[src/design/zbs_pkg.sv]
// Shared types and constants for the z-buffered span shader.
package zbs_pkg;

	// Operation carried by an input word.
	typedef enum logic [0:0] {
		OP_CLEAR = 1'b0,
		OP_FILL  = 1'b1
	} opcode_t;

	// Configuration register indexes.
	localparam logic [2:0] REG_SURFACE_COLOR  = 3'd0;
	localparam logic [2:0] REG_PLANE_DZ_DX    = 3'd1;
	localparam logic [2:0] REG_PLANE_DZ_DY    = 3'd2;
	localparam logic [2:0] REG_PLANE_Z_OFFSET = 3'd3;
	localparam logic [2:0] REG_AMBIENT_LIGHT  = 3'd4;
	localparam logic [2:0] REG_POINT_LIGHT    = 3'd5;
	localparam logic [2:0] REG_VIEWER_DIST    = 3'd6;
	localparam logic [2:0] REG_WINDOW_LEFT    = 3'd7;

	// Farthest depth, the value of an entry that was cleared.
	localparam logic signed [31:0] FAR_DEPTH = 32'sh7FFFFFFF;

	// Attenuation divider widths: light times distance over distance squared.
	localparam int NUM_W = 48;
	localparam int DEN_W = 46;
	localparam int QUO_W = 17;

	typedef struct packed {
		opcode_t            opcode;
		logic signed [11:0] line_y;
		logic signed [15:0] span_left;
		logic signed [15:0] span_right;
	} in_word_t;

	typedef struct packed {
		logic signed [12:0] pixel_x;
		logic signed [11:0] pixel_y;
		logic               pixel_written;
		logic [7:0]         red_out;
		logic [7:0]         green_out;
		logic [7:0]         blue_out;
		logic signed [31:0] depth_out;
		logic               last_of_span;
	} out_word_t;

endpackage

[src/design/zbs_depth_mem.sv]
// One-line depth store with per-entry valid bits and a registered read.
module zbs_depth_mem #(
	parameter int LINE_WIDTH = 64,
	parameter int AW = 6
) (
	input  logic                clk,
	input  logic                arst_n,
	input  logic                clr,
	input  logic [AW-1:0]       raddr,
	output logic signed [31:0]  rdata,
	input  logic                we,
	input  logic [AW-1:0]       waddr,
	input  logic signed [31:0]  wdata
);

	logic signed [31:0]      mem [LINE_WIDTH];
	logic [LINE_WIDTH-1:0]   vld_q;
	logic signed [31:0]      rdata_q;
	logic                    rvld_q;

	// Valid bits make a cleared entry read as farthest.
	always_ff @(posedge clk or negedge arst_n) begin
		if (!arst_n) begin
			vld_q  <= '0;
			rvld_q <= 1'b0;
		end else begin
			rvld_q <= vld_q[raddr];
			if (clr) begin
				vld_q <= '0;
			end else if (we) begin
				vld_q[waddr] <= 1'b1;
			end
		end
	end

	always_ff @(posedge clk) begin
		if (we) begin
			mem[waddr] <= wdata;
		end
		rdata_q <= mem[raddr];
	end

	assign rdata = rvld_q ? rdata_q : zbs_pkg::FAR_DEPTH;

endmodule

[config.mk]
export PLATFORM = sky130hd
export DESIGN_NAME = zbs_depth_mem
export DESIGN_NICKNAME = d
export VERILOG_FILES = /design/src/design/zbs_pkg.sv /design/src/design/zbs_depth_mem.sv
export SDC_FILE = /design/constraint.sdc
export NUM_CORES = 2
export LEC_CHECK = 0
export ABC_CLOCK_PERIOD_IN_PS = 4990
export BUFFER_PORTS_ARGS = -buffer_cell sky130_fd_sc_hd__buf_2
export CORE_MARGIN = 8
export CORE_UTILIZATION = 30
export CTS_BUF_LIST = sky130_fd_sc_hd__clkbuf_4
export DETAILED_ROUTE_END_ITERATION = 10
export GPL_TIMING_DRIVEN = 0
export PLACE_DENSITY = 0.42
export SLEW_MARGIN = 0
export SYNTH_ARGS = -nofsm -noshare
export SYNTH_HDL_FRONTEND = slang
export SYNTH_SLANG_ARGS = --single-unit
[constraint.sdc]
create_clock -name clk -period 4.99 [get_ports clk]
set_input_delay 0 -clock clk [delete_from_list [all_inputs] [get_ports clk]]
set_output_delay 0 -clock clk [all_outputs]
set_load 0.005 [all_outputs]
==> impl_metrics.ini <==
[routing]
firstDrtPassIters = 5
ant_nets = 0
wl_per_cell_um = 33.4
drt_iter0_drc = 4144
route.detailed.drc = 0
vias = 42800
vias_per_cell = 5.04
wirelength_um = 284000

[clock_tree]
cts_tree = yes
clock_path_buffers = 4
numCtsBuffers = 590
cts-hold-fix-buffers = 88
clkSinkCount = 2145
clk_pin_slew_ns = 0.06
h-tree-depth = 6
ctsResizeCount = 0
post_cts_buffers = 0
clock_latency_ns = 1.31
cts-root-buf = clkbuf_4

[min_path]
holdCritPathClass = input port to register

[die]
rows = 191
core_mm2 = 0.271
dieArea_mm2 = 0.289
die_x_um = 537
die_h_um = 537
start_util_pct = 30.1
io_pins = 80

[worst_setup_path]
setup.worst_path.end_class = register
cp.required_ns = 5.91
crit_type = input port to register
arrival_ns = 5.11
critPathLaunchType = input port
path_max_fanout = 6

[global_routing]
grt_overflow_total = 0
grt_pass1_wl_um = 381000
antenna_found_initial = 31
grt.total_usage_pct = 19.3
grt_max_degree = 65
grt_pass1_vias = 44400

[final_layout]
fin_area_mm2 = 0.0984
final_common_cell = edfxtp_1
stdcell_count = 8503
layout.nets = 4535
layout-drive-gt1-share_pct = 39.9
area_delta_synth_final_pct = 20.8
layout_common_cells = edfxtp_1 (2048), clkbuf_4 (905), mux4_2 (566), nor2_1 (188), buf_2 (111)
fin_util_pct = 36.4

[logic_synthesis]
yosysWarnings = 0
ys.flop_type = edfxtp_1
synth_fa_ha_area_share_pct = 0
synth-edff-count = 2048
avgSynthCellArea_um2 = 22.7
synth_cells = 3589
synthesis.nets = 3637
synth_seq_cells = 2145
muxShareOfSynthArea_pct = 16.7
synth_compound_area_share_pct = 1.79
synth_cell_type_count = 40
synth_area_mm2 = 0.0815
synth-xor-area-share_pct = 0
synth-seq-area-share_pct = 78.3
async_flop_share_pct = 3.03
synth_top_family_by_area = multiplexers
synth-simple-area-share_pct = 1.96

[placement]
port_buffers = 72
numPlacedInstances = 7370
dpl.hpwl_um = 187000
post_dp_cell_area_mm2 = 0.0896
place_congestion = 0.771

[pwr]
peakVddDrop_v = 0.000206
p_per_area_mw_per_mm2 = 392
p_leak_nw = 31.6

[sta]
fin_tns_setup_ns = 0
tightest_slew_ns = 1.47
fin_crit_ns = 4.19
fmax_ghz = 0.239
setup_violations = 0
relSlewSlack_pct = 1.93
rsz0062_at_grt = false
layout_worst_path_cycle_share_pct = 84.0
hold_violations = 0
final-max-slew-violation-count = 0
fin_skew_ns = 0.107

[status]
outcome = finished, final reports clean

[job]
maxCapViolations = 0
## worst max-delay path, stage by stage
cell,delay [ns]
dlygate4sd3_1,0.62
buf_2,0.20
dlygate4sd3_1,0.56
nand3_1,0.07
dlygate4sd3_1,0.58
dlygate4sd3_1,0.59
or2_2,0.29
dlygate4sd3_1,0.66
nor3_2,0.23
dlygate4sd3_1,0.77
buf_6,0.20
buf_6,0.15
buf_6,0.17
## synth_stat cells, drive strengths merged, types with 6 or more instances
master  number  area share [%]
mux2        40            0.55
o22ai      104            0.80
nand2b      40            0.31
clkbuf      90            0.41
nand3        7           0.043
nor2       247             1.1
o221a        6           0.083
a31oi       10           0.077
o221ai      27            0.29
nand2       36            0.17
o21ai       27            0.17
mux2i       41            0.50
nor2b        8           0.061
mux4       566              16
dfrtp       65             2.0
buf        109            0.88
edfxtp    2048              75
a21oi       42            0.26
nor3        10           0.061
dfxtp       32            0.79
## registers in the layout, summed over array words and instances (netlist names)
register,count
mem,2048
rvld_q,1
vld_q,64
rdata_q,32
## metrics by stage
step / setup slack [ns] / hold slack [ns] / power [mW]
finish: 0.799 / 0.119 / 38.6
global route: 0.935 / 0.0402 / 40.0
CTS: 1.03 / 0.00384 / 39.1
detailed placement: 0.703 / -0.117 / 22.6
global placement: -4.58 / 0.470 / 22.5
floorplan: 0.738 / -0.296 / 21.3
## path summary, 6_finish.rpt
kind                                  startpoint                    end  slack (ns)  cells after the start
setup / recovery                              we  mem[54][30]$_DFFE_PP_        0.80                     13
min in group asynchronous                 arst_n  vld_q[42]$_DFFE_PN0P_        0.57                      4
setup reg to reg           mem[48][23]$_DFFE_PP_    rdata_q[23]$_DFF_P_        2.34                      4
hold reg to reg             vld_q[3]$_DFFE_PN0P_   vld_q[3]$_DFFE_PN0P_        0.50                      2
hold / removal                         wdata[13]   mem[2][13]$_DFFE_PP_        0.12                      2
max in group asynchronous                 arst_n  vld_q[30]$_DFFE_PN0P_        3.56                      5
## layout make-up
cell class | instances | area [µm²]
timing repair buffer | 306 | 4310
clock inverter | 120 | 878
fill | 25200 | 172000
buffer | 199 | 1060
inverter | 1 | 3.75
tap | 3570 | 4470
sequential | 2145 | 63800
antenna | 13 | 32.5
clock buffer | 905 | 6790
multi-input combinational | 1244 | 17100
## power breakdown
| group | switching [mW] | leakage [nW] | total (mW) | internal (mW) |
|---|---|---|---|---|
| clock network | 7.51 | 4.55 | 16.4 | 8.86 |
| logic | 1.52 | 7.44 | 2.29 | 0.768 |
| registers | 0.0366 | 19.6 | 19.9 | 19.9 |
## routing by layer
| metal | vias up | GRT usage, % | wire [µm] |
|---|---|---|---|
| met3 | 429 | 4.15 | 18800 |
| met4 | 10 | 5.11 | 7170 |
| met2 | 1730 | 32.1 | 138000 |
| met1 | 23200 | 25.8 | 120000 |
| met5 | - | 0 | 74 |
| li1 | 17400 | - | - |
## cells by family (layout without fill, tap and decap cells)
group,after synthesis,after routing
AO/OA/AOI/OAI,228,228
buffers and inverters,200,1531
flip-flops,2145,2145
multiplexers,647,647
other,0,13
AND/OR/NAND/NOR,369,369
Note: power is estimated with default switching activity, not from simulation.
