**config.mk**
```make
export PLATFORM = sky130hd
export DESIGN_NAME = zbs_divider
export DESIGN_NICKNAME = d
export VERILOG_FILES = /design/src/design/zbs_pkg.sv /design/src/design/zbs_divider.sv
export SDC_FILE = /design/constraint.sdc
export NUM_CORES = 1
export LEC_CHECK = 0
export ABC_CLOCK_PERIOD_IN_PS = 6700
export BUFFER_PORTS_ARGS = -buffer_cell sky130_fd_sc_hd__clkbuf_2
export CAP_MARGIN = 5
export CORE_ASPECT_RATIO = 2
export CORE_UTILIZATION = 60
export DETAILED_ROUTE_END_ITERATION = 8
export GPL_TIMING_DRIVEN = 0
export MAX_ROUTING_LAYER = met4
export PLACE_DENSITY = 0.94
export SLEW_MARGIN = 25
export SYNTH_ARGS = -nofsm -noshare
export SYNTH_HDL_FRONTEND = slang
export SYNTH_SLANG_ARGS = --single-unit
```
**constraint.sdc**
```tcl
create_clock -name clk -period 6.7 [get_ports clk]
set_input_delay 0.335 -clock clk [delete_from_list [all_inputs] [get_ports clk]]
set_output_delay 0.335 -clock clk [all_outputs]
set_load 0.02 [all_outputs]
```
**src/design/zbs_pkg.sv**
```systemverilog
// Shared types and constants for the z-buffered span shader.
package zbs_pkg;

	// Operation carried by an input word.
	typedef enum logic [0:0] {
		OP_CLEAR = 1'b0,
		OP_FILL  = 1'b1
	} opcode_t;

	// Configuration register indexes.
	localparam logic [2:0] REG_SURFACE_COLOR  = 3'd0;
	localparam logic [2:0] REG_PLANE_DZ_DX    = 3'd1;
	localparam logic [2:0] REG_PLANE_DZ_DY    = 3'd2;
	localparam logic [2:0] REG_PLANE_Z_OFFSET = 3'd3;
	localparam logic [2:0] REG_AMBIENT_LIGHT  = 3'd4;
	localparam logic [2:0] REG_POINT_LIGHT    = 3'd5;
	localparam logic [2:0] REG_VIEWER_DIST    = 3'd6;
	localparam logic [2:0] REG_WINDOW_LEFT    = 3'd7;

	// Farthest depth, the value of an entry that was cleared.
	localparam logic signed [31:0] FAR_DEPTH = 32'sh7FFFFFFF;

	// Attenuation divider widths: light times distance over distance squared.
	localparam int NUM_W = 48;
	localparam int DEN_W = 46;
	localparam int QUO_W = 17;

	typedef struct packed {
		opcode_t            opcode;
		logic signed [11:0] line_y;
		logic signed [15:0] span_left;
		logic signed [15:0] span_right;
	} in_word_t;

	typedef struct packed {
		logic signed [12:0] pixel_x;
		logic signed [11:0] pixel_y;
		logic               pixel_written;
		logic [7:0]         red_out;
		logic [7:0]         green_out;
		logic [7:0]         blue_out;
		logic signed [31:0] depth_out;
		logic               last_of_span;
	} out_word_t;

endpackage

```
**src/design/zbs_divider.sv**
```systemverilog
// Restoring divider that produces one quotient bit per cycle.
module zbs_divider (
	input  logic                        clk,
	input  logic                        arst_n,
	input  logic                        start,
	input  logic [zbs_pkg::NUM_W-1:0]   num,
	input  logic [zbs_pkg::DEN_W-1:0]   den,
	output logic                        done,
	output logic [zbs_pkg::QUO_W-1:0]   quot
);

	localparam int NW = zbs_pkg::NUM_W;
	localparam int DW = zbs_pkg::DEN_W;
	localparam int QW = zbs_pkg::QUO_W;

	logic [DW-1:0]       rem_q;
	logic [DW-1:0]       den_q;
	logic [QW-1:0]       bits_q;
	logic [QW-1:0]       quot_q;
	logic [4:0]          cnt_q;
	logic                run_q;
	logic                done_q;
	logic [DW:0]         trial;
	logic [DW:0]         diff;

	// One trial subtraction with the next numerator bit shifted in.
	assign trial = {rem_q, bits_q[QW-1]};
	assign diff  = trial - {1'b0, den_q};

	always_ff @(posedge clk or negedge arst_n) begin
		if (!arst_n) begin
			run_q  <= 1'b0;
			done_q <= 1'b0;
			cnt_q  <= '0;
		end else begin
			done_q <= 1'b0;
			if (start) begin
				run_q <= 1'b1;
				cnt_q <= 5'(QW);
			end else if (run_q) begin
				cnt_q <= cnt_q - 5'd1;
				if (cnt_q == 5'd1) begin
					run_q  <= 1'b0;
					done_q <= 1'b1;
				end
			end
		end
	end

	// Datapath; the upper numerator bits are already below the divisor.
	always_ff @(posedge clk) begin
		if (start) begin
			rem_q  <= DW'(num[NW-1:QW]);
			bits_q <= num[QW-1:0];
			den_q  <= den;
			quot_q <= '0;
		end else if (run_q) begin
			bits_q <= {bits_q[QW-2:0], 1'b0};
			if (!diff[DW]) begin
				rem_q  <= diff[DW-1:0];
				quot_q <= {quot_q[QW-2:0], 1'b1};
			end else begin
				rem_q  <= trial[DW-1:0];
				quot_q <= {quot_q[QW-2:0], 1'b0};
			end
		end
	end

	assign done = done_q;
	assign quot = quot_q;

endmodule

```
==> results of run 1 <==
## flip-flops by register name, indices dropped and copies added (netlist names)
signal	flops
den_q	46
rem_q	46
bits_q	17
quot	17
cnt_q	5
done	1
run_q	1
## power breakdown
group          internal, W  switching [W]
Sequential         0.00102      0.0000724
Combinational     0.000383       0.000588
Clock             0.000543       0.000432
## cell type report
class / instances / area [µm²]
multi-input cells: 580 / 3920
flip-flops and latches: 133 / 3640
clock buffers: 19 / 475
clock inverters: 13 / 141
plain buffers: 39 / 178
inverters: 71 / 267
repair buffers: 116 / 603
well taps: 152 / 190
fillers: 888 / 3580
## routing by layer
layer  global-route usage [%]  part of all wire (%)  up-vias  routed length (µm)
met5                        -                     0        -                   0
li1                         -                     -     3223                   -
met4                     27.2                   8.3        0                1870
met2                     62.1                    53      429               12000
met1                     31.3                    31     3287                7020
met3                     7.95                   7.4      169                1660
## synthesized netlist by cell type (5+ instances only)
| cell | instances | area share (%) |
|---|---|---|
| o21bai_1 | 6 | 0.56 |
| dfxtp_1 | 32 | 8.0 |
| buf_1 | 5 | 0.23 |
| xnor2_1 | 21 | 2.3 |
| a31oi_1 | 7 | 0.55 |
| nand2b_1 | 10 | 0.78 |
| nand3_1 | 12 | 0.75 |
| inv_1 | 69 | 3.2 |
| a21oi_1 | 79 | 4.9 |
| mux2i_1 | 27 | 3.4 |
| clkbuf_1 | 24 | 1.1 |
| nor3_1 | 6 | 0.38 |
| a211oi_1 | 14 | 1.3 |
| nor2_1 | 80 | 3.8 |
| a21o_1 | 21 | 2.0 |
| dfrtp_1 | 7 | 2.2 |
| o21a_1 | 5 | 0.47 |
| xor2_1 | 24 | 2.6 |
| a22oi_1 | 5 | 0.47 |
| o211ai_1 | 7 | 0.66 |
| mux2_2 | 16 | 2.3 |
| nand2_1 | 65 | 3.1 |
| edfxtp_1 | 94 | 35 |
| o21ai_0 | 53 | 3.3 |
| nand4_1 | 8 | 0.63 |
| ha_1 | 48 | 7.5 |
| buf_2 | 7 | 0.44 |
## layout by cell type, fill, tap and decap left out, types with 8 or more instances in the layout
cell type and n:
clkbuf_2 113, edfxtp_1 94, nor2_1 80, a21oi_1 79
inv_1 68, nand2_1 65, o21ai_0 53, ha_1 48
dfxtp_1 32, mux2i_1 27, clkbuf_1 24, xor2_1 24
a21o_1 21, xnor2_1 21, clkbuf_16 19, mux2_2 16
a211oi_1 14, nand3_1 12, nand2b_1 10, nand4_1 8
## path summary, 6_finish.rpt
check	slack, ps	endpoint	from	depth (start not counted)
worst max-delay path	2790	rem_q[19]	den_q[0]	14
worst min-delay path	60	den_q[43]	den[43]	1
worst max register to register	2790	rem_q[19]	den_q[0]	14
worst min register to register	510	rem_q[35]	rem_q[34]	2
max in group asynchronous	6280	cnt_q[4]	arst_n	2
min in group asynchronous	250	done	arst_n	2
## kinds of logic after synthesis
kind of cell	after synthesis	share of synthesized area (%)
DFF	133	45.5
buffers and inverters	110	5.55
xor gates and xnor gates	45	4.93
muxes	43	5.63
AOI/OAI and AO/OA	230	18.3
adders and majority gates	49	7.76
and+or+nand+nor	213	12.3
## through the flow
stage / instances / cell area (µm²)
6_report: 1123 / 9410
5_1_grt: 1123 / 9410
4_1_cts: 1123 / 9410
3_5_place_dp: 1090 / 8780
3_3_place_gp: 1089 / 8760
2_1_floorplan: 823 / 8000
## what timing repair did
action | 4_1_cts | 5_1_grt
resized for setup | 0 | 0
hold buffers | 1 | 0
endpoints found under the hold margin | 7 | 0
buffers inserted | 0 | 0
## worst max-delay path, cell delays in order, from the launching register on
cell       delay, ps
edfxtp_1         390
ha_1             230
fa_1             430
nand2b_1         200
a21oi_1          290
o21ai_1          180
a22oi_2          310
o2111ai_1        210
nor4b_1          180
a211o_1          240
buf_6            140
buf_6            150
nor3b_1          530
a21oi_1          100
o21ai_1          150
==> flow_summary.yaml, run 1 <==
run_status:
  status: "finished with violations"
  violations: "DRC"
timing:
  final.setup.tns_ps: 0
  hold_violations: 0
  drv_slew: 0
  relSlewSlack_pct: 47.0
  min_period_ps: 3910
  clock_skew_ps: 8.31
  setup_ws_ps: 2790
  fin_hold_ws_ps: 59.3
  fmax_ghz: 0.256
  setup_viol: 0
  tightestPinTransition_ps: 796
  rsz0062_at_grt: "no"
  finalCritPeriodShare_pct: 58.3
floorplanning:
  fp-row-count: 59
  die_w_um: 83.6
  core_area_um2: 13000
  dieArea_um2: 13800
  initial_utilization_pct: 61.6
  io_pins: 115
  die_h_um: 165
routing:
  wl_per_cell_um: 20.1
  drtAntennaViolNets: 0
  routed_via_density: 6.33
  dr.pass1.iters: 9
  routed_wl_um: 22500
  drc_errors: 1
  vias: 7108
  drt_iter0_drc: 586
worst_setup_path:
  critPathLaunchType: "flop"
  path_class: "reg -> reg"
  critPathArrivalTime_ps: 4200
  crit_path_end_kind: "flop"
  cp.required_ps: 6990
  crit_fanout: 10
placed_design:
  place_ws_ps: 3120
  io_buffers: 114
  hpwl_um: 15900
  gp_congestion: 1.05
synthesis:
  yosys_warnings: 0
  ys_seq_area_share_pct: 45.5
  synth_fp_nets: 969
  syn_inst: 823
  synth_area_per_cell_um2: 9.72
  ys.flop_type: "edfxtp_1"
  syn_area_um2: 8000
  synth-async-reset-ratio_pct: 5.26
  ys_seq_elements: 133
  synth_enable_flop_cells: 94
  synthDistinctLibCells: 65
grt:
  grt_max_degree: 49
  antenna_found_initial: 0
  grt.total_usage_pct: 34.7
  grt_pass1_wl_um: 35100
  first_global_vias: 7190
  grt-ovfl-total: 0
clock_network:
  clk_pin_slew_ps: 70
  ctsRootBufferMaster: "clkbuf_16"
  cts.path.max_buffers: 2
  htree_levels: 4
  numCtsBuffers: 17
  clk-insertion-delay-late_ps: 440
  tritoncts: "done"
  clock_sinks: 133
pwr:
  power_w: 0.00304
  power.density_nw_per_um2: 323
  irDropWorstVdd_uv: 240
  p_leak_nw: 4.30
run:
  max_cap_viol_count: 0
finish:
  syn_to_final_growth_pct: 17.6
  antenna_cells: 0
  utilization_pct: 72.4
  nNetsFinal: 1104
  drive_above_1_share_pct: 20.0
worst_hold_path:
  min_path_type: "in -> reg"
Note: power is estimated with default switching activity, not from simulation.
==> run 2, diff against run 1 <==
ABC_CLOCK_PERIOD_IN_PS = 4000   (was 6700)
CORE_UTILIZATION = 58   (was 60)
PLACE_DENSITY = 0.92   (was 0.94)
clock period = 4 ns   (was 6.7 ns; I/O delays follow)
==> run 2 against run 1 <==
The run now ends clean. First-iteration DRC count up 12%. Critical path depth unchanged. Sequential share of layout area shrank 1.8 points. Clock power is 68% higher.
==> flow_summary.yaml, run 2 (synthesis results as in run 1) <==
run_status:
  status: "complete, no violations"
finish:
  drive_above_1_share_pct: 19.1
  nNetsFinal: 1150
  mostFrequentLayoutCells: "clkbuf_2, edfxtp_1, nor2_1"
  finalInstanceArea_um2: 9880
  syn_to_final_growth_pct: 23.5
  nFillCells: 923
  regArea_um2: 3640
  reg.largest.list: "den_q (46), rem_q (46)"
  layout_commonest_cell: "clkbuf_2"
  multi_input_area_um2: 3920
  utilization_pct: 73.5
clock_network:
  clock_sinks: 133
  clk-insertion-delay-late_ps: 440
  ctsRootBufferMaster: "clkbuf_16"
  htree_levels: 4
  cts.path.max_buffers: 2
  numCtsBuffers: 17
  tritoncts: "done"
  clk_pin_slew_ps: 70
worst_setup_path:
  path_class: "reg -> reg"
  ff2ff_setup_slack_ps: 160
  r2r-end: "rem_q[4]"
  critPathLaunchType: "flop"
  reg2regPathDepth: 14
  cp.required_ps: 4140
  crit_fanout: 10
  reg2reg_from: "bits_q[16]"
  critPathArrivalTime_ps: 3980
  crit_path_end_kind: "flop"
timing:
  tightestPinTransition_ps: 756
  finalCritPeriodShare_pct: 96.0
  setup_viol: 0
  min_period_ps: 3840
  drv_slew: 0
  fin_hold_ws_ps: 56.3
  relSlewSlack_pct: 49.6
  hold_violations: 0
  rsz0062_at_grt: "no"
  fmax_ghz: 0.261
  final.setup.tns_ps: 0
  clock_skew_ps: 12.0
grt:
  first_global_vias: 7614
  grt_pass1_wl_um: 37800
  grt.total_usage_pct: 36.6
  grt_max_degree: 49
  grt-ovfl-total: 0
  antenna_found_initial: 0
routing:
  routed_wl_um: 24500
  routed_via_density: 6.20
  wl_per_cell_um: 20.9
  drt_iter0_drc: 656
  dr.pass1.iters: 6
  drc_errors: 0
  drtAntennaViolNets: 0
  vias: 7272
pwr:
  p_leak_nw: 4.49
  power.density_nw_per_um2: 523
  irDropWorstVdd_uv: 427
floorplanning:
  fp-row-count: 60
  dieArea_um2: 14300
  io_pins: 115
  core_area_um2: 13400
  initial_utilization_pct: 59.5
  die_h_um: 168
  die_w_um: 85.0
worst_hold_path:
  hp-start: "num[29]"
  min_path_type: "in -> reg"
  whs_path_depth: 3
  holdPathEnd: "rem_q[12]"
placed_design:
  post_dp_cell_area_um2: 8790
  gp_congestion: 1.02
  hpwl_um: 16700
  io_buffers: 114
run:
  max_cap_viol_count: 0
run 2: routing by layer:
metal  global-route usage (%)  share of wire [%]
met5                        -                  0
met4                     28.6                9.1
met3                     5.74                5.6
met2                     66.2                 54
met1                     33.2                 31
run 2: repair_timing:
item	in CTS	in global routing
hold buffers	47	0
gates resized for setup	0	0
buffers inserted	0	0
endpoints found under the hold margin	53	0
run 2: layout make-up:
class / count / share of cell area [%]
sequential: 133 / 36.8
timing repair buffer: 162 / 10.8
multi-input combinational: 580 / 39.6
antenna: 1 / 0.0253
clock buffer: 17 / 4.31
clock inverter: 15 / 1.89
tap: 155 / 1.96
inverter: 71 / 2.70
buffer: 39 / 1.80
run 2: power by group:
group | internal, W | switching, W | leakage (nW) | total, W
clock | 0.000901 | 0.000741 | 0.302 | 0.00164
combinational | 0.000675 | 0.00101 | 2.88 | 0.00169
sequential | 0.00170 | 0.000129 | 1.31 | 0.00183
run 2: how the worst max path moves through the flow:
stage	start	to	slack, ps	cells past startpoint
after floorplan	den_q[0]	rem_q[30]	970	14
after global placement	start	rem_q[20]	350	4
after detailed placement	den_q[0]	rem_q[17]	330	13
after CTS	den_q[0]	rem_q[4]	270	13
after global routing	bits_q[16]	rem_q[21]	70	15
final	bits_q[16]	rem_q[4]	160	14
run 2: critical path, stage by stage (launching register included):
cell,delay [ps]
edfxtp_1,370
inv_1,70
ha_1,220
fa_1,430
nand2b_1,180
a21oi_1,280
o21ai_1,180
a22oi_2,330
o2111ai_1,220
nor4b_1,180
a211o_1,250
buf_6,150
buf_2,230
a211oi_1,350
a21oi_1,110
run 2: stage by stage:
| stage | total power, W | setup slack [ps] | std cells |
|---|---|---|---|
| after floorplan | 0.00298 | 966 | 823 |
| after global placement | 0.00335 | 345 | 1092 |
| after detailed placement | 0.00341 | 331 | 1093 |
| after CTS | 0.00508 | 266 | 1172 |
| after global routing | 0.00537 | 66.5 | 1172 |
| final | 0.00516 | 162 | 1173 |
